`src/hw/rtl/qaed_pkg.sv`:
```
// Shared types and constants of the query argument extractor and decoder.
// No dependencies; used by every module of the block.
package qaed_pkg;

   localparam int unsigned KEY_MAX = 16;

   localparam logic [1:0] KIND_BYTE = 2'd0;
   localparam logic [1:0] KIND_DONE = 2'd1;
   localparam logic [1:0] KIND_NONE = 2'd2;

   typedef struct packed {
      logic [1:0] out_kind;
      logic [7:0] out_byte;
      logic [7:0] out_count;
      logic       out_last;
   } rsp_entry_type;

   // Results of one accepted item: count, then entries in delivery order.
   typedef struct packed {
      logic [1:0]    n;
      rsp_entry_type e0;
      rsp_entry_type e1;
   } push_type;

   typedef struct packed {
      logic [4:0]   key_length;
      logic [127:0] key_bytes;
      logic [7:0]   max_out;
   } cfg_type;

endpackage

```
`src/hw/rtl/qaed_scan.sv`:
```
// Scan state and combinational decode step for one query string character.
// Depends on qaed_pkg for the configuration and result types.
module qaed_scan (
   input  logic              clock,
   input  logic              reset,
   input  logic              accept,
   input  logic [7:0]        in_char,
   input  logic              in_final,
   input  qaed_pkg::cfg_type cfg,
   output qaed_pkg::push_type push
);
   import qaed_pkg::*;

   typedef enum logic [2:0] {
      MODE_START,
      MODE_MATCH,
      MODE_SKIP,
      MODE_VALUE,
      MODE_DONE
   } scan_mode_type;

   localparam logic [7:0] CHAR_NUL   = 8'h00;
   localparam logic [7:0] CHAR_LF    = 8'h0A;
   localparam logic [7:0] CHAR_CR    = 8'h0D;
   localparam logic [7:0] CHAR_SPACE = 8'h20;
   localparam logic [7:0] CHAR_AMP   = 8'h26;
   localparam logic [7:0] CHAR_PLUS  = 8'h2B;
   localparam logic [7:0] CHAR_PCT   = 8'h25;
   localparam logic [7:0] CHAR_EQ    = 8'h3D;

   localparam logic [1:0] ESC_IDLE = 2'd0;
   localparam logic [1:0] ESC_HIGH = 2'd1;
   localparam logic [1:0] ESC_LOW  = 2'd2;

   function automatic logic [3:0] hex_value(input logic [7:0] c);
      logic [3:0] v;
      v = 4'd0;
      if (c >= 8'h30 && c <= 8'h39) begin
         v = 4'(c - 8'h30);
      end else if (c >= 8'h41 && c <= 8'h46) begin
         v = 4'(c - 8'h37);
      end else if (c >= 8'h61 && c <= 8'h66) begin
         v = 4'(c - 8'h57);
      end
      return v;
   endfunction

   scan_mode_type mode_ff, mode_in;
   logic [4:0]    key_index_ff, key_index_in;
   logic [1:0]    esc_phase_ff, esc_phase_in;
   logic [7:0]    esc_value_ff, esc_value_in;
   logic [7:0]    count_ff, count_in;

   logic          step_v, fin_v;
   rsp_entry_type step_e, fin_e;
   logic [4:0]    key_len;
   logic [4:0]    ki_cur;
   logic [7:0]    key_char;

   always_comb begin
      key_len  = (cfg.key_length > 5'(KEY_MAX)) ? 5'(KEY_MAX) : cfg.key_length;
      ki_cur   = (mode_ff == MODE_START) ? 5'd0 : key_index_ff;
      key_char = cfg.key_bytes[ki_cur[3:0] * 8 +: 8];

      mode_in      = mode_ff;
      key_index_in = key_index_ff;
      esc_phase_in = esc_phase_ff;
      esc_value_in = esc_value_ff;
      count_in     = count_ff;
      step_v       = 1'b0;
      step_e       = '{out_kind: KIND_BYTE, out_byte: 8'd0, out_count: 8'd0, out_last: 1'b0};
      fin_v        = 1'b0;
      fin_e        = '{out_kind: KIND_NONE, out_byte: 8'd0, out_count: 8'd0, out_last: 1'b0};

      case (mode_ff)
         MODE_START, MODE_MATCH: begin
            if (in_char == CHAR_NUL ||
                (mode_ff == MODE_START && (in_char == CHAR_LF || in_char == CHAR_CR))) begin
               step_v          = 1'b1;
               step_e.out_kind = KIND_NONE;
               mode_in         = MODE_DONE;
            end else if (ki_cur < key_len && in_char == key_char) begin
               key_index_in = ki_cur + 5'd1;
               mode_in      = MODE_MATCH;
            end else if (ki_cur >= key_len && in_char == CHAR_EQ) begin
               mode_in      = MODE_VALUE;
               key_index_in = ki_cur;
               esc_phase_in = ESC_IDLE;
               esc_value_in = 8'd0;
               count_in     = 8'd0;
            end else begin
               mode_in      = (in_char == CHAR_AMP) ? MODE_START : MODE_SKIP;
               key_index_in = 5'd0;
            end
         end
         MODE_SKIP: begin
            if (in_char == CHAR_NUL) begin
               step_v          = 1'b1;
               step_e.out_kind = KIND_NONE;
               mode_in         = MODE_DONE;
            end else if (in_char == CHAR_AMP) begin
               mode_in = MODE_START;
            end
         end
         MODE_VALUE: begin
            if (in_char == CHAR_NUL || in_char == CHAR_AMP) begin
               step_v           = 1'b1;
               step_e.out_kind  = KIND_DONE;
               step_e.out_count = count_ff;
               mode_in          = MODE_DONE;
            end else if (count_ff < cfg.max_out) begin
               // Once the cap is reached the rest of the value is swallowed.
               if (esc_phase_ff == ESC_HIGH) begin
                  esc_value_in = {hex_value(in_char), 4'd0};
                  esc_phase_in = ESC_LOW;
               end else if (esc_phase_ff == ESC_LOW) begin
                  esc_value_in    = esc_value_ff + {4'd0, hex_value(in_char)};
                  esc_phase_in    = ESC_IDLE;
                  step_v          = 1'b1;
                  step_e.out_byte = esc_value_ff + {4'd0, hex_value(in_char)};
                  count_in        = count_ff + 8'd1;
               end else if (in_char == CHAR_PCT) begin
                  esc_phase_in = ESC_HIGH;
               end else begin
                  step_v          = 1'b1;
                  step_e.out_byte = (in_char == CHAR_PLUS) ? CHAR_SPACE : in_char;
                  count_in        = count_ff + 8'd1;
               end
            end
         end
         default: begin
         end
      endcase

      if (in_final) begin
         if (mode_in == MODE_VALUE) begin
            fin_v           = 1'b1;
            fin_e.out_kind  = KIND_DONE;
            fin_e.out_count = count_in;
         end else if (mode_in != MODE_DONE) begin
            fin_v = 1'b1;
         end
         mode_in      = MODE_START;
         key_index_in = 5'd0;
         esc_phase_in = ESC_IDLE;
         esc_value_in = 8'd0;
         count_in     = 8'd0;
      end

      // Pack results in order; the last one produced by this item carries the flag.
      push.n  = accept ? ({1'b0, step_v} + {1'b0, fin_v}) : 2'd0;
      push.e0 = step_v ? step_e : fin_e;
      push.e0.out_last = !(step_v && fin_v);
      push.e1 = fin_e;
      push.e1.out_last = 1'b1;
   end

   always_ff @(posedge clock) begin
      if (reset) begin
         mode_ff      <= MODE_START;
         key_index_ff <= 5'd0;
         esc_phase_ff <= ESC_IDLE;
         esc_value_ff <= 8'd0;
         count_ff     <= 8'd0;
      end else if (accept) begin
         mode_ff      <= mode_in;
         key_index_ff <= key_index_in;
         esc_phase_ff <= esc_phase_in;
         esc_value_ff <= esc_value_in;
         count_ff     <= count_in;
      end
   end

endmodule

```
`src/hw/rtl/qaed_rsp_queue.sv`:
```
// Four-entry queue: up to two results in per cycle, one out on out_ready.
// Depends on qaed_pkg for the result entry and push group types.
module qaed_rsp_queue (
   input  logic                    clock,
   input  logic                    reset,
   input  qaed_pkg::push_type      push,
   output logic                    space,
   output logic                    out_valid,
   input  logic                    out_ready,
   output qaed_pkg::rsp_entry_type out_entry
);
   import qaed_pkg::*;

   rsp_entry_type mem_ff [4];
   logic [1:0]    wr_ptr_ff, rd_ptr_ff;
   logic [2:0]    count_ff, count_in;
   logic          pop;

   assign out_valid = (count_ff != 3'd0);
   assign out_entry = mem_ff[rd_ptr_ff];
   assign pop       = out_valid && out_ready;
   // Room for the two results an item may produce.
   assign space     = (count_ff <= 3'd2);
   assign count_in  = count_ff + {1'b0, push.n} - {2'd0, pop};

   always_ff @(posedge clock) begin
      if (reset) begin
         wr_ptr_ff <= 2'd0;
         rd_ptr_ff <= 2'd0;
         count_ff  <= 3'd0;
      end else begin
         wr_ptr_ff <= wr_ptr_ff + push.n;
         rd_ptr_ff <= rd_ptr_ff + {1'b0, pop};
         count_ff  <= count_in;
      end
   end

   always_ff @(posedge clock) begin
      if (push.n != 2'd0) begin
         mem_ff[wr_ptr_ff] <= push.e0;
      end
      if (push.n == 2'd2) begin
         mem_ff[wr_ptr_ff + 2'd1] <= push.e1;
      end
   end

endmodule

```
`src/hw/rtl/query_argument_extract_decode_core.sv`:
```
// Top level of the query argument extractor and URL decoder.
// Depends on qaed_pkg, qaed_scan and qaed_rsp_queue.
//
// One query string character is taken per cycle while req_tready is high; its
// results enter a four-entry queue and drain one per cycle while rsp_tready is
// high. A character yields at most two results (a decoded byte and the closing
// report on the final character), so the queue only fills, and req_tready only
// drops, when the rsp side stalls or a string ends on a character that itself
// emits a byte. The user writes the key, key length and output cap through the
// csr port while the block is idle (not enforced); csr_ready is always high.
module query_argument_extract_decode_core (
   input  logic        clock,
   input  logic        reset,
   input  logic        req_tvalid,
   output logic        req_tready,
   input  logic [7:0]  req_tdata,   // in_char[7:0]
   input  logic        req_tlast,
   output logic        rsp_tvalid,
   input  logic        rsp_tready,
   output logic [15:0] rsp_tdata,   // out_byte[7:0], out_count[15:8]
   output logic [1:0]  rsp_tuser,   // out_kind[1:0]
   output logic        rsp_tlast,
   input  logic        csr_valid,
   output logic        csr_ready,
   input  logic [7:0]  csr_index,
   input  logic [63:0] csr_data
);
   import qaed_pkg::*;

   localparam logic [7:0] CSR_KEY_LENGTH = 8'd0;
   localparam logic [7:0] CSR_KEY_LOW    = 8'd1;
   localparam logic [7:0] CSR_KEY_HIGH   = 8'd2;
   localparam logic [7:0] CSR_MAX_OUT    = 8'd3;

   logic [4:0]    key_length_ff;
   logic [63:0]   key_low_ff, key_high_ff;
   logic [7:0]    max_out_ff;
   cfg_type       cfg;
   push_type      push;
   rsp_entry_type head;
   logic          space;
   logic          accept;

   assign csr_ready = 1'b1;
   assign req_tready = space;
   assign accept = req_tvalid && req_tready;

   assign cfg.key_length = key_length_ff;
   assign cfg.key_bytes  = {key_high_ff, key_low_ff};
   assign cfg.max_out    = max_out_ff;

   always_ff @(posedge clock) begin
      if (reset) begin
         key_length_ff <= 5'd6;
         key_low_ff    <= 64'd0;
         key_high_ff   <= 64'd0;
         max_out_ff    <= 8'd100;
      end else if (csr_valid && csr_ready) begin
         case (csr_index)
            CSR_KEY_LENGTH: key_length_ff <= csr_data[4:0];
            CSR_KEY_LOW:    key_low_ff    <= csr_data;
            CSR_KEY_HIGH:   key_high_ff   <= csr_data;
            CSR_MAX_OUT:    max_out_ff    <= csr_data[7:0];
            default: begin
            end
         endcase
      end
   end

   qaed_scan u_scan (
      .clock    (clock),
      .reset    (reset),
      .accept   (accept),
      .in_char  (req_tdata),
      .in_final (req_tlast),
      .cfg      (cfg),
      .push     (push)
   );

   qaed_rsp_queue u_queue (
      .clock     (clock),
      .reset     (reset),
      .push      (push),
      .space     (space),
      .out_valid (rsp_tvalid),
      .out_ready (rsp_tready),
      .out_entry (head)
   );

   assign rsp_tdata = {head.out_count, head.out_byte};
   assign rsp_tuser = head.out_kind;
   assign rsp_tlast = head.out_last;

endmodule

```
`config.mk`:
```
export PLATFORM = sky130hd
export DESIGN_NAME = query_argument_extract_decode_core
export DESIGN_NICKNAME = d
export VERILOG_FILES = /design/src/hw/rtl/qaed_pkg.sv /design/src/hw/rtl/qaed_scan.sv /design/src/hw/rtl/qaed_rsp_queue.sv /design/src/hw/rtl/query_argument_extract_decode_core.sv
export SDC_FILE = /design/constraint.sdc
export NUM_CORES = 1
export LEC_CHECK = 0
export BUFFER_PORTS_ARGS = -buffer_cell sky130_fd_sc_hd__buf_2
export CELL_PAD_IN_SITES_DETAIL_PLACEMENT = 1
export CELL_PAD_IN_SITES_GLOBAL_PLACEMENT = 1
export CORE_MARGIN = 1
export CORE_UTILIZATION = 45
export DETAILED_ROUTE_END_ITERATION = 7
export PLACE_DENSITY = 0.86
export SLEW_MARGIN = 20
export SYNTH_ARGS = -nofsm -noshare
export SYNTH_HDL_FRONTEND = slang
export SYNTH_SLANG_ARGS = --single-unit
```
`constraint.sdc`:
```
create_clock -name clock -period 8.6 [get_ports clock]
set_input_delay 1.29 -clock clock [delete_from_list [all_inputs] [get_ports clock]]
set_output_delay 1.29 -clock clock [all_outputs]
set_load 0.01 [all_outputs]
```
; ---- Word-level counts from Yosys, hierarchy flattened
; Memories as Yosys holds them, arrays and structs flattened. A register that Yosys moved wholly into a read port is not among the register bits.
; Cells that the tools add are included.
[totals]
memories = 1
ramBits = 76
reg_bits = 174
in_bits = 86
[classes]
n_addsub = 12
muxes = 87
n_eq_ne = 26
shifts = 1
reduce_logical = 28
n_lt_le_gt_ge = 11
[memory_table]
columns = name, words, width, rd, rd_clocked_by_memory_dff, write_ports, line_no
row1 = u_queue.mem_ff, 4, 19, 1, 1, 2, qaed_rsp_queue.sv:14  ; rsp_entry_type mem_ff [4];
[op_table]
columns = operator, count
row1 = $mux W8, 26
row2 = $shiftx A128 B8 Y8, 1
row3 = $mux W5, 7
row4 = $eq A8 B6 Y1 const B, 4
row5 = $mux W2, 16
row6 = $mux W4, 8
row7 = $pmux W8 S2, 2
row8 = $mux W3, 7
row9 = $mux W19, 1
row10 = $eq A8 B2 Y1 const B, 2
row11 = $eq A8 B4 Y1 const B, 2
row12 = $ge A8 B7 Y1 const B, 2
row13 = $le A8 B7 Y1 const B, 2
row14 = $logic_not A8 Y1, 2
row15 = $mux W16, 1
row16 = $reduce_and A8 Y1, 2
row17 = $mux W1, 15
row18 = $ne A3 B3 Y1 const B, 4
row19 = $eq A3 B2 Y1 const B, 3
row20 = $logic_and A1 B1 Y1, 9
row21 = $pmux W3 S3, 1
row22 = $add A8 B1 Y8 const B, 1
row23 = $add A8 B4 Y8, 1
row24 = $eq A8 B1 Y1 const B, 1
row25 = 35 further kinds, 45

; ---- Depth between registers and ports, before layout
; Gate-level depths: netlist (run 1).
[logic_depth]
word_depth = 17
depth_mapped = 24

; ---- Hierarchy
; Synthesis (run 1) repeated with hierarchy kept, for this count alone.
[unflattened]
hier_cells = 1371
hier_area_um2 = 14574.0
[modules_own_cells]
columns = module, seq_area_each_um2, instances, area_per_inst_um2, cells_each
row1 = query_argument_extract_decode_core, 2822.7, 1, 5859.4, 538
row2 = qaed_scan, 520.5, 1, 4519.3, 603
row3 = qaed_rsp_queue, 2422.3, 1, 4195.3, 230

; ---- Least setup slack after synthesis (run 1)
; Ideal clock, no wire load.
[synth_timing]
kind = input to register
from = in req_tdata[1]
to = mem u_queue.mem_ff[2][1] in the netlist's numbering, data pin
path_slack_ns = 3.709
path_stages = 17
arrival_ns = 4.635
required_time_ns = 8.343
n_path_buf = 2
cell_sequence = clkbuf_1 -> inv_1 -> ha_1 -> mux2_2 -> and3_1 -> o21ai_0 -> nand2_1 -> o2bb2ai_2 -> a21o_1 -> a21boi_0 -> ha_1 -> nand2_1 -> nand2_1 -> nand3_1 -> clkbuf_1 -> o21ai_0 -> a32o_1
[synth_rtl]
columns = element, line_no
row1 = start: declaration, query_argument_extract_decode_core.sv:16  ; input logic [7:0] req_tdata,
row2 = end: declaration, qaed_rsp_queue.sv:14

==> results of run 1 <==
-- where the power goes --
part,switching [uW],total [uW],internal (uW)
Sequential,35.7,1260,1230
Clock,473,1090,619
Combinational,239,399,159
Total,748,2760,2010
-- how the worst max path moves through the flow --
stage,from,endpoint,slack [ns],cells past startpoint
after global routing,u_scan.mode_ff[2],u_queue.mem_ff[2][4],1.16,20
after global placement,u_scan.key_index_ff[0],u_queue.mem_ff[2][7],2.12,17
after detailed placement,u_scan.key_index_ff[0],u_queue.mem_ff[2][8],1.79,17
after floorplan,req_tdata[1],u_queue.mem_ff[2][1],3.71,17
final,u_scan.key_index_ff[0],u_queue.mem_ff[2][8],1.78,17
after CTS,u_scan.key_index_ff[0],u_queue.mem_ff[2][8],1.73,17
-- cell usage after synthesis, types with 13 or more instances --
cell / count / share of area
o21ai_0: 70 / 0.027
inv_1: 37 / 0.011
xnor2_1: 15 / 0.010
nand2_1: 338 / 0.099
a22oi_1: 13 / 0.0076
edfxtp_1: 40 / 0.094
or3_1: 14 / 0.0068
nand3_1: 57 / 0.022
ha_1: 30 / 0.029
nor2b_1: 16 / 0.0078
a22o_1: 32 / 0.022
mux4_2: 33 / 0.058
mux2i_1: 38 / 0.030
a21oi_1: 170 / 0.066
dfxtp_1: 210 / 0.33
clkbuf_1: 83 / 0.024
nor2_1: 56 / 0.016
-- registers in the layout, indices dropped and copies added (netlist names) --
name,flops
u_queue.count_ff,3
u_queue.rd_ptr_ff,2
u_scan.mode_ff,3
key_low_ff,64
max_out_ff,8
u_scan.esc_value_ff,8
u_scan.count_ff,8
u_queue.mem_ff,76
u_scan.esc_phase_ff,2
key_high_ff,64
u_queue.wr_ptr_ff,2
key_length_ff,5
u_scan.key_index_ff,5
-- cells by family after synthesis --
kind of cell / share of synthesized area
buffers and inverters: 0.04823
AOI/OAI and AO/OA: 0.1982
other: 0.0002920
DFF: 0.4209
xor gates and xnor gates: 0.01159
and+or+nand+nor: 0.1949
adders and majority gates: 0.03235
muxes: 0.09363
-- layer usage --
layer	track usage	wire length [um]
met5	0	0
met2	0.4967	20020
met4	0.09006	1170
met3	0.03030	1567
met1	0.3319	16550
-- per-stage QoR --
| step | setup WS, ns | instances | cell area, um^2 |
|---|---|---|---|
| 6_report | 1.781 | 1910 | 14290 |
| 5_1_grt | 1.156 | 1910 | 14290 |
| 4_1_cts | 1.730 | 1910 | 14290 |
| 3_5_place_dp | 1.793 | 1862 | 13460 |
| 3_3_place_gp | 2.124 | 1862 | 13460 |
| 2_1_floorplan | 3.709 | 1479 | 12840 |
-- worst max-delay path, stage by stage, from the launching register on --
cell and delay [ns]:
dfxtp_2 0.99, o31ai_2 0.33, buf_4 0.28, o311ai_0 0.46
a211oi_2 0.08, nor4b_1 0.30, o22ai_1 0.14, nor4bb_1 0.37
and3b_1 0.57, o2bb2ai_2 0.28, a21o_1 0.24, a21boi_0 0.18
ha_1 0.19, nand2_1 0.20, nand2_1 0.24, nand3_1 0.49
o21ai_0 1.00, a32o_1 0.30
-- final cells by class --
| type | instances | area share |
|---|---|---|
| Clock inverter | 9 | 0.003677 |
| Clock buffer | 39 | 0.05394 |
| Inverter | 39 | 0.01024 |
| Timing Repair Buffer | 116 | 0.04255 |
| Sequential cell | 250 | 0.3783 |
| Tap cell | 378 | 0.03310 |
| Multi-Input combinational cell | 1079 | 0.4782 |
==> metrics.md, run 1 <==
| Metric | Value |
|---|---|
| Mean post-synth cell area | 8.683 um^2 |
| Hold depth | 2 |
| Antenna violations before repair | 0 |
| Netlist cell types | 86 |
| Path category of the worst min-delay check | reg -> reg |
| Routed Antenna Nets | 0 |
| Slew headroom | 0.2836 |
| Post-CTS Resized | 0 |
| Reg2Reg Depth | 17 |
| Max VDD drop | 165.9 uV |
| Clk_lat worst skew | 0.54 ns |
| H-tree levels | 1 |
| Reg2reg end | u_queue.mem_ff[2][8] |
| PwrDens | 192.8 mW/mm^2 |
| 1st-iter DRT viols | 714 |
| DP Wirelength | 28.02 mm |
| Hold slack | 0.4559 ns |
| TritonCTS Buffers | 27 |
| Achievable Freq | 146.7 MHz |
| Die width | 170.9 um |
| Fillers | 3342 |
| Worst R2R Start | u_scan.key_index_ff[0] |
| Sequential fraction of the synthesis area | 0.4209 |
| Outcome | completed |
| Yosys Warn Count | 0 |
| Routability congestion estimate | 0.8994 |
| Vias in the first global route | 11760 |
| Area of the multi-input gates | 0.006833 mm^2 |
| Most frequent cells in the layout | 337 x nand2_1, 209 x dfxtp_1, 169 x a21oi_1 |
| Gr usage total | 0.2723 |
| R2R setup slack | 1.78 ns |
| Ant. Diodes | 0 |
| Number of synthesized register bits | 250 |
| Wire length of the first global-routing pass | 62.78 mm |
| CTS tree | yes |
| Synthesized Nets | 1597 |
| Total grt overflow | 0 |
| Wirelength per Cell | 20.58 um |
| Static Leakage | 0.005063 uW |
| CTS clk-pin slew, worst paths | 0.06 ns |
| WP data arrival | 7.21 ns |
| Setup repair after global routing missed its margin | no |
| Mapped Cells | 1479 |
| Hold Buf Count CTS | 0 |
| Post-synth ARST share | 0 |
| DIE AREA | 0.02922 mm^2 |
| Num Clock Sinks | 250 |
| IO Pins | 108 |
| Post-Route Skew | 0.01143 ns |
| CP Capture Type | flop |
| Final min period | 6.819 ns |
| Worst Path Required | 8.99 ns |
| Critical path peak fanout | 38 |
| Final Hold Viols | 0 |
| Layout cells sized above 1 | 0.1495 |
| EDFF count, synth | 40 |
| Endpoints failing setup | 0 |
| Initial Util | 0.4597 |
| Final net count | 1631 |
| Max Cap Violations | 0 |
| Layout Area Growth over Synthesis | 11.27% |
| Drt pass-1 iters | 5 |
| WHS Endpoint | key_high_ff[5] |
| Num rows | 61 |
| Most common cell after layout, fill and taps aside | nand2_1 |
| Hold Path Origin | key_high_ff[5] |
| CTS max path bufs | 3 |
| Drt drc | 0 |
| Crit path kind | reg -> reg |
| Worst Max-Slew Pin Slew | 1.073 ns |
| Synthesized cell area | 0.01284 mm^2 |
| Register area | 0.005406 mm^2 |
| Total power | 2755 uW |
| Worst setup SP type | flop |
| Post-CTS setup buffer count | 0 |
| Vias | 11280 |
| Util after Layout | 0.5116 |
| Number of port buffers | 106 |
| Vias/cell | 5.904 |
| Total wire length | 39.31 mm |
| Slew Viols, Final | 0 |
| Sum Neg Setup Slack | 0 ns |
| Primary FF master, synth | dfxtp_1 |
| Largest net degree at the start of global routing | 103 |
| Core area | 0.02793 mm^2 |
| Root Driver | clkbuf_16 |
| Die H | 170.9 um |
| Final Cycle Share | 0.7929 |
Power figures use the tool's default switching activity.
==> inputs of run 2 (changes only) <==
--- a/config.mk
+++ b/config.mk
@@ -5,13 +5,14 @@
 export SDC_FILE = /design/constraint.sdc
 export NUM_CORES = 1
 export LEC_CHECK = 0
+export ABC_AREA = 1
 export BUFFER_PORTS_ARGS = -buffer_cell sky130_fd_sc_hd__buf_2
 export CELL_PAD_IN_SITES_DETAIL_PLACEMENT = 1
 export CELL_PAD_IN_SITES_GLOBAL_PLACEMENT = 1
 export CORE_MARGIN = 1
-export CORE_UTILIZATION = 45
+export CORE_UTILIZATION = 44
 export DETAILED_ROUTE_END_ITERATION = 7
-export PLACE_DENSITY = 0.86
+export PLACE_DENSITY = 0.87
 export SLEW_MARGIN = 20
 export SYNTH_ARGS = -nofsm -noshare
 export SYNTH_HDL_FRONTEND = slang
==> constraint.sdc (replaced) <==
create_clock -name clock -period 7 [get_ports clock]
set_input_delay 1.05 -clock clock [delete_from_list [all_inputs] [get_ports clock]]
set_output_delay 1.05 -clock clock [all_outputs]
set_load 0.01 [all_outputs]
==> run 2 against run 1 <==
  * Register-to-register slack lost 0.98 ns
  * Clock skew rose by 0.00064 ns
  * Critical endpoint is now u_queue.mem_ff[3][14]
  * Critical path depth grew 14
  * Highest routed layer unchanged
  * Largest cell class unchanged
  * Final cell count rose by 19%
  * Critical path type unchanged
==> metrics.md, run 2 <==
| Metric | Value |
|---|---|
| Setup repair after global routing missed its margin | no |
| Root Driver | clkbuf_16 |
| Core area | 0.02894 mm^2 |
| Largest net degree at the start of global routing | 113 |
| CTS max path bufs | 3 |
| CTS tree | yes |
| Mean post-synth cell area | 7.171 um^2 |
| Post-CTS setup buffer count | 0 |
| Largest family of logic cells by synthesized area | simple AND/OR/NAND/NOR gates |
| Netlist cell types | 50 |
| Critical-path top delay cell | dfxtp_1 |
| Crit path kind | reg -> reg |
| Antenna violations before repair | 0 |
| Initial Util | 0.4518 |
| Max reg flops | 76 |
| Final min period | 6.195 ns |
| Hold slack | 0.4676 ns |
| Layout cells sized above 1 | 0.1151 |
| 1st-iter DRT viols | 1001 |
| Hold Buf Count CTS | 0 |
| Drt pass-1 iters | 5 |
| Adder-cell share of the synthesized area | 0.03178 |
| IO Pins | 108 |
| Largest regs | u_queue.mem_ff: 76 flops, key_high_ff: 64 flops, key_low_ff: 64 flops |
| Number of port buffers | 106 |
| Mux cell area share after synthesis | 0 |
| Routability congestion estimate | 0.8741 |
| Path category of the worst min-delay check | reg -> reg |
| Synthesized cell area | 0.01307 mm^2 |
| Yosys top cell area share | 0.3216 |
| Post-synth top cells | 299 x nand2_1, 266 x nor2_1, 219 x o21ai_0 |
| Synthesized Nets | 1941 |
| Achievable Freq | 161.4 MHz |
| Clk_lat worst skew | 0.55 ns |
| Xor/xnor cell area share of the yosys netlist | 0.007370 |
| Synth Area in Compound Gates | 0.1828 |
| WP data arrival | 6.63 ns |
| H-tree levels | 1 |
| TritonCTS Buffers | 27 |
| Biggest register | u_queue.mem_ff |
| Gr usage total | 0.2848 |
| Slew Viols, Final | 0 |
| Hold depth | 2 |
| Critical path peak fanout | 55 |
| Area leader, netlist | dfxtp_1 |
| PwrDens | 250.2 mW/mm^2 |
| Endpoints failing setup | 0 |
| Reg2Reg Depth | 31 |
| CTS clk-pin slew, worst paths | 0.06 ns |
| Die width | 174.4 um |
| Worst Max-Slew Pin Slew | 1.026 ns |
| Mapped Cells | 1823 |
| Yosys Warn Count | 0 |
| Slew headroom | 0.3162 |
| Max Cap Violations | 0 |
| Simple-gate share of the synthesized area | 0.2850 |
| Final Cycle Share | 0.8850 |
| Post-Route Skew | 0.01207 ns |
| Num Clock Sinks | 250 |
| Primary FF master, synth | dfxtp_1 |
| Wirelength per Cell | 19.18 um |
| Worst setup SP type | flop |
| Most frequent cells in the layout | 299 x nand2_1, 264 x nor2_1, 219 x o21ai_0 |
| Die H | 174.4 um |
| Vias | 13060 |
| Final net count | 1984 |
| Final Hold Viols | 0 |
| Layout Area Growth over Synthesis | 12.11% |
| CP Capture Type | flop |
| Max VDD drop | 165.3 uV |
| Drt drc | 0 |
| Post-synth ARST share | 0 |
| Sequential fraction of the synthesis area | 0.4135 |
| Worst path most repeated cell | nand2_1 |
| Post-CTS Resized | 0 |
| Static Leakage | 0.006190 uW |
| Number of synthesized register bits | 250 |
| Vias/cell | 5.753 |
| Sum Neg Setup Slack | 0 ns |
| Total wire length | 43.54 mm |
| Vias in the first global route | 13320 |
| DP Wirelength | 30.16 mm |
| Num rows | 62 |
| Top cells by area, synth | dfxtp_1 32%, edfxtp_1 9.2%, nand2_1 8.6%, o21ai_0 8.4%, nand3_1 7.7% |
| EDFF count, synth | 40 |
| Outcome | completed |
| Crit-path max cell delay | 0.50 ns |
| DIE AREA | 0.03040 mm^2 |
| Worst Path Required | 7.43 ns |
| Count leader, synth | nand2_1 |
| Wire length of the first global-routing pass | 70.46 mm |
| Ant. Diodes | 0 |
| Total grt overflow | 0 |
| Routed Antenna Nets | 0 |
| Most common cell after layout, fill and taps aside | nand2_1 |
run 2: changes by cell type in the layout (fill, tap and decap cells not counted), moves of 12 or more:
cell / previous run / this run
a22oi_1: 13 / 1
or3_1: 14 / 0
mux2i_1: 38 / 0
inv_1: 37 / 132
o22ai_1: 2 / 23
nor2b_1: 16 / 0
mux4_2: 33 / 0
nand2_1: 337 / 299
o21ai_0: 70 / 219
nand3_1: 57 / 199
nand2_2: 2 / 16
nor3_1: 10 / 54
nor2_1: 55 / 264
a21oi_1: 169 / 111
run 2: metal layers:
metal | global-route usage | part of all wire
met1 | 0.3701 | 0.44
met2 | 0.4970 | 0.48
met3 | 0.02756 | 0.048
met4 | 0.08516 | 0.027
met5 | 0 | 0
run 2: metrics by stage:
stage	total power [uW]	cells	setup slack [ns]	util	area, um^2
after floorplan	1963	1823	2.360	-	13070
after global placement	2160	2221	1.401	0.4738	13710
after detailed placement	2193	2221	1.008	0.4738	13710
after CTS	3683	2270	0.9050	0.5065	14660
after global routing	3814	2270	0.3684	0.5065	14660
final	3667	2270	0.8052	0.5065	14660
run 2: layout make-up:
type / instances / area, um^2
sequential: 250 / 5406
fill: 3733 / 14280
timing repair buffer: 118 / 620.6
inverter: 146 / 550.5
multi-input combinational: 1323 / 6651
clock inverter: 7 / 91.34
clock buffer: 42 / 854.6
tap: 384 / 480.5
run 2: path summary, 6_finish.rpt:
| kind | start | endpoint | slack [ns] |
|---|---|---|---|
| max reg2reg | u_scan.mode_ff[2] | u_queue.mem_ff[3][14] | 0.81 |
| min | key_low_ff[21] | key_low_ff[21] | 0.47 |
| max | u_scan.mode_ff[2] | u_queue.mem_ff[3][14] | 0.81 |
| min reg2reg | key_low_ff[21] | key_low_ff[21] | 0.47 |
run 2: critical path, delay by kind of cell (launching register included):
kind,cells,cell delay [ns]
fa+ha+maj,2,0.46
compound gates,8,1.22
buf+inv,6,1.19
flops,1,0.50
simple gates,15,2.63
run 2: logic make-up (layout without fill, tap and decap cells):
logic type	Yosys count	in the layout
simple gates	859	859
fa+ha+maj	32	32
xor+xnor	11	11
buf+inv	250	313
other cells	1	1
compound gates	420	420
flops	250	250
run 2: power breakdown:
group	leakage (uW)	total [uW]	internal (uW)	switching [uW]
clock	0.000469	1500	909	593
combinational	0.00368	631	199	432
sequential	0.00204	1530	1500	34.4
==> inputs of run 3 (changes only) <==
--- a/config.mk
+++ b/config.mk
@@ -12,7 +12,7 @@
 export CORE_MARGIN = 1
 export CORE_UTILIZATION = 44
 export DETAILED_ROUTE_END_ITERATION = 7
-export PLACE_DENSITY = 0.87
+export PLACE_DENSITY = 0.77
 export SLEW_MARGIN = 20
 export SYNTH_ARGS = -nofsm -noshare
 export SYNTH_HDL_FRONTEND = slang
==> run 3 against run 2 <==
  * Flip-flop and latch count is the same
  * Design area rose by 0.44%
  * Combinational power decreased by 0.8%
  * Hold slack got worse by 0.0068 ns
  * Core utilization is 0.22 points higher
  * Highest routed layer unchanged
  * Critical path depth unchanged
  * Setup slack better by 0.31 ns
  * Total power up 2.6%
  * Clock skew rose by 0.0032 ns
  * Routed wire length down 2.1%
  * Fmax rose by 5.2%
==> metrics.md, run 3 (synthesis results as in run 2) <==
| Metric | Value |
|---|---|
| Outcome | completed |
| Clk_lat worst skew | 0.55 ns |
| Num rows | 62 |
| Post-CTS setup buffer count | 0 |
| Max Cap Violations | 0 |
| Worst Max-Slew Pin Slew | 1.055 ns |
| Drt pass-1 iters | 5 |
| CP Capture Type | flop |
| TritonCTS Buffers | 29 |
| CTS clk-pin slew, worst paths | 0.06 ns |
| Sum Neg Setup Slack | 0 ns |
| Hold depth | 2 |
| Root Driver | clkbuf_16 |
| Critical path peak fanout | 45 |
| Most common cell after layout, fill and taps aside | nand2_1 |
| Biggest register | u_queue.mem_ff |
| Core area | 0.02894 mm^2 |
| Antenna violations before repair | 0 |
| Highest routed layer | met4 |
| Vias | 12680 |
| Hold Path Origin | key_low_ff[17] |
| Final min period | 5.888 ns |
| Gr usage total | 0.2822 |
| DP Wirelength | 29.75 mm |
| H-tree levels | 1 |
| Final net count | 1986 |
| WHS Endpoint | key_low_ff[17] |
| M1 wire length | 18.59 mm |
| Setup repair after global routing missed its margin | no |
| Routability congestion estimate | 0.8640 |
| Reg2reg end | u_queue.mem_ff[2][15] |
| Met2 wire length | 21.13 mm |
| Final Hold Viols | 0 |
| Path category of the worst min-delay check | reg -> reg |
| Max reg flops | 76 |
| PwrDens | 255.6 mW/mm^2 |
| Drt drc | 0 |
| Slew headroom | 0.2879 |
| Post-Route Skew | 0.01526 ns |
| 1st-iter DRT viols | 672 |
| IO Pins | 108 |
| Num Clock Sinks | 250 |
| Crit-path max cell delay | 0.47 ns |
| Endpoints failing setup | 0 |
| Die H | 174.4 um |
| DIE AREA | 0.03040 mm^2 |
| Worst path most repeated cell | a21oi_1 |
| Post-CTS Resized | 0 |
| Critical-path top delay cell | dfxtp_1 |
| Most frequent cells in the layout | 299 x nand2_1, 264 x nor2_1, 219 x o21ai_0 |
| Hold Buf Count CTS | 0 |
| Total grt overflow | 0 |
| Worst R2R Start | u_scan.mode_ff[2] |
| Largest net degree at the start of global routing | 138 |
| Wire length on met3 | 1.528 mm |
| Worst Path Required | 7.43 ns |
| Vias/cell | 5.579 |
| Hold slack | 0.4608 ns |
| Max VDD drop | 184.9 uV |
| Ant. Diodes | 0 |
| Vias in the first global route | 13080 |
| CTS max path bufs | 3 |
| Achievable Freq | 169.8 MHz |
| Wire length of the first global-routing pass | 69.79 mm |
| Slew Viols, Final | 0 |
| Routed Antenna Nets | 0 |
| Static Leakage | 0.006222 uW |
| Largest regs | u_queue.mem_ff: 76 flops, key_high_ff: 64 flops, key_low_ff: 64 flops |
| CTS tree | yes |
| R2R setup slack | 1.11 ns |
| Worst setup SP type | flop |
| Total wire length | 42.61 mm |
| Initial Util | 0.4518 |
| Reg2Reg Depth | 31 |
| Number of port buffers | 106 |
| Die width | 174.4 um |
| Layout Area Growth over Synthesis | 12.60% |
| Wirelength per Cell | 18.75 um |
| Final Cycle Share | 0.8411 |
| Crit path kind | reg -> reg |
| WP data arrival | 6.32 ns |
| Layout cells sized above 1 | 0.1165 |
==> run 3: per-layer routing <==
layer  global-route usage  up-vias
met2               0.5098      269
met1               0.3500     6118
li1                     -     6205
met5                    0        -
met4              0.09284        0
met3              0.02647       89
==> run 3: final cells by class <==
class | count | area, um^2
Fill cell | 3711 | 14220
Inverter | 146 | 551.8
Sequential cell | 250 | 5406
Clock buffer | 40 | 840.8
Clock inverter | 12 | 163.9
Multi-Input combinational cell | 1323 | 6651
Timing Repair Buffer | 118 | 624.3
Tap cell | 384 | 480.5
==> run 3: how the worst max path moves through the flow <==
| stage | start | end | slack [ns] | depth (start not counted) |
|---|---|---|---|---|
| 3_5_place_dp | u_scan.mode_ff[2] | u_queue.mem_ff[2][12] | 1.18 | 31 |
| 6_report | u_scan.mode_ff[2] | u_queue.mem_ff[2][15] | 1.11 | 31 |
| 2_1_floorplan | u_scan.mode_ff[2] | u_queue.mem_ff[0][16] | 2.36 | 31 |
| 4_1_cts | u_scan.mode_ff[2] | u_queue.mem_ff[2][15] | 1.13 | 31 |
| 3_3_place_gp | u_scan.mode_ff[2] | u_queue.mem_ff[3][14] | 1.39 | 31 |
| 5_1_grt | u_scan.mode_ff[2] | u_queue.mem_ff[2][15] | 0.51 | 31 |
==> run 3: stage by stage <==
stage / power (uW) / setup WS, ns / util / instances / instance area (um^2)
after CTS: 3785 / 1.133 / 0.5086 / 2273 / 14720
after floorplan: 1963 / 2.360 / - / 1823 / 13070
after global routing: 3912 / 0.5076 / 0.5087 / 2273 / 14720
final: 3762 / 1.112 / 0.5087 / 2273 / 14720
after global placement: 2167 / 1.389 / 0.4738 / 2221 / 13710
after detailed placement: 2195 / 1.179 / 0.4738 / 2221 / 13710
==> run 3: worst max-delay path: cells and delay by family, from the launching register on <==
family                     cells  cell delay (ns)
AOI/OAI and AO/OA              9             1.33
adders and majority gates      2             0.48
buffers and inverters          6             1.12
DFF                            1             0.47
and+or+nand+nor               14             2.37
==> run 3: power by group <==
part / internal [uW] / total (uW) / switching, uW / leakage, uW
combinational: 199 / 626 / 427 / 0.00368
clock: 980 / 1600 / 622 / 0.000500
sequential: 1500 / 1530 / 33.1 / 0.00204
total: 2680 / 3760 / 1080 / 0.00622
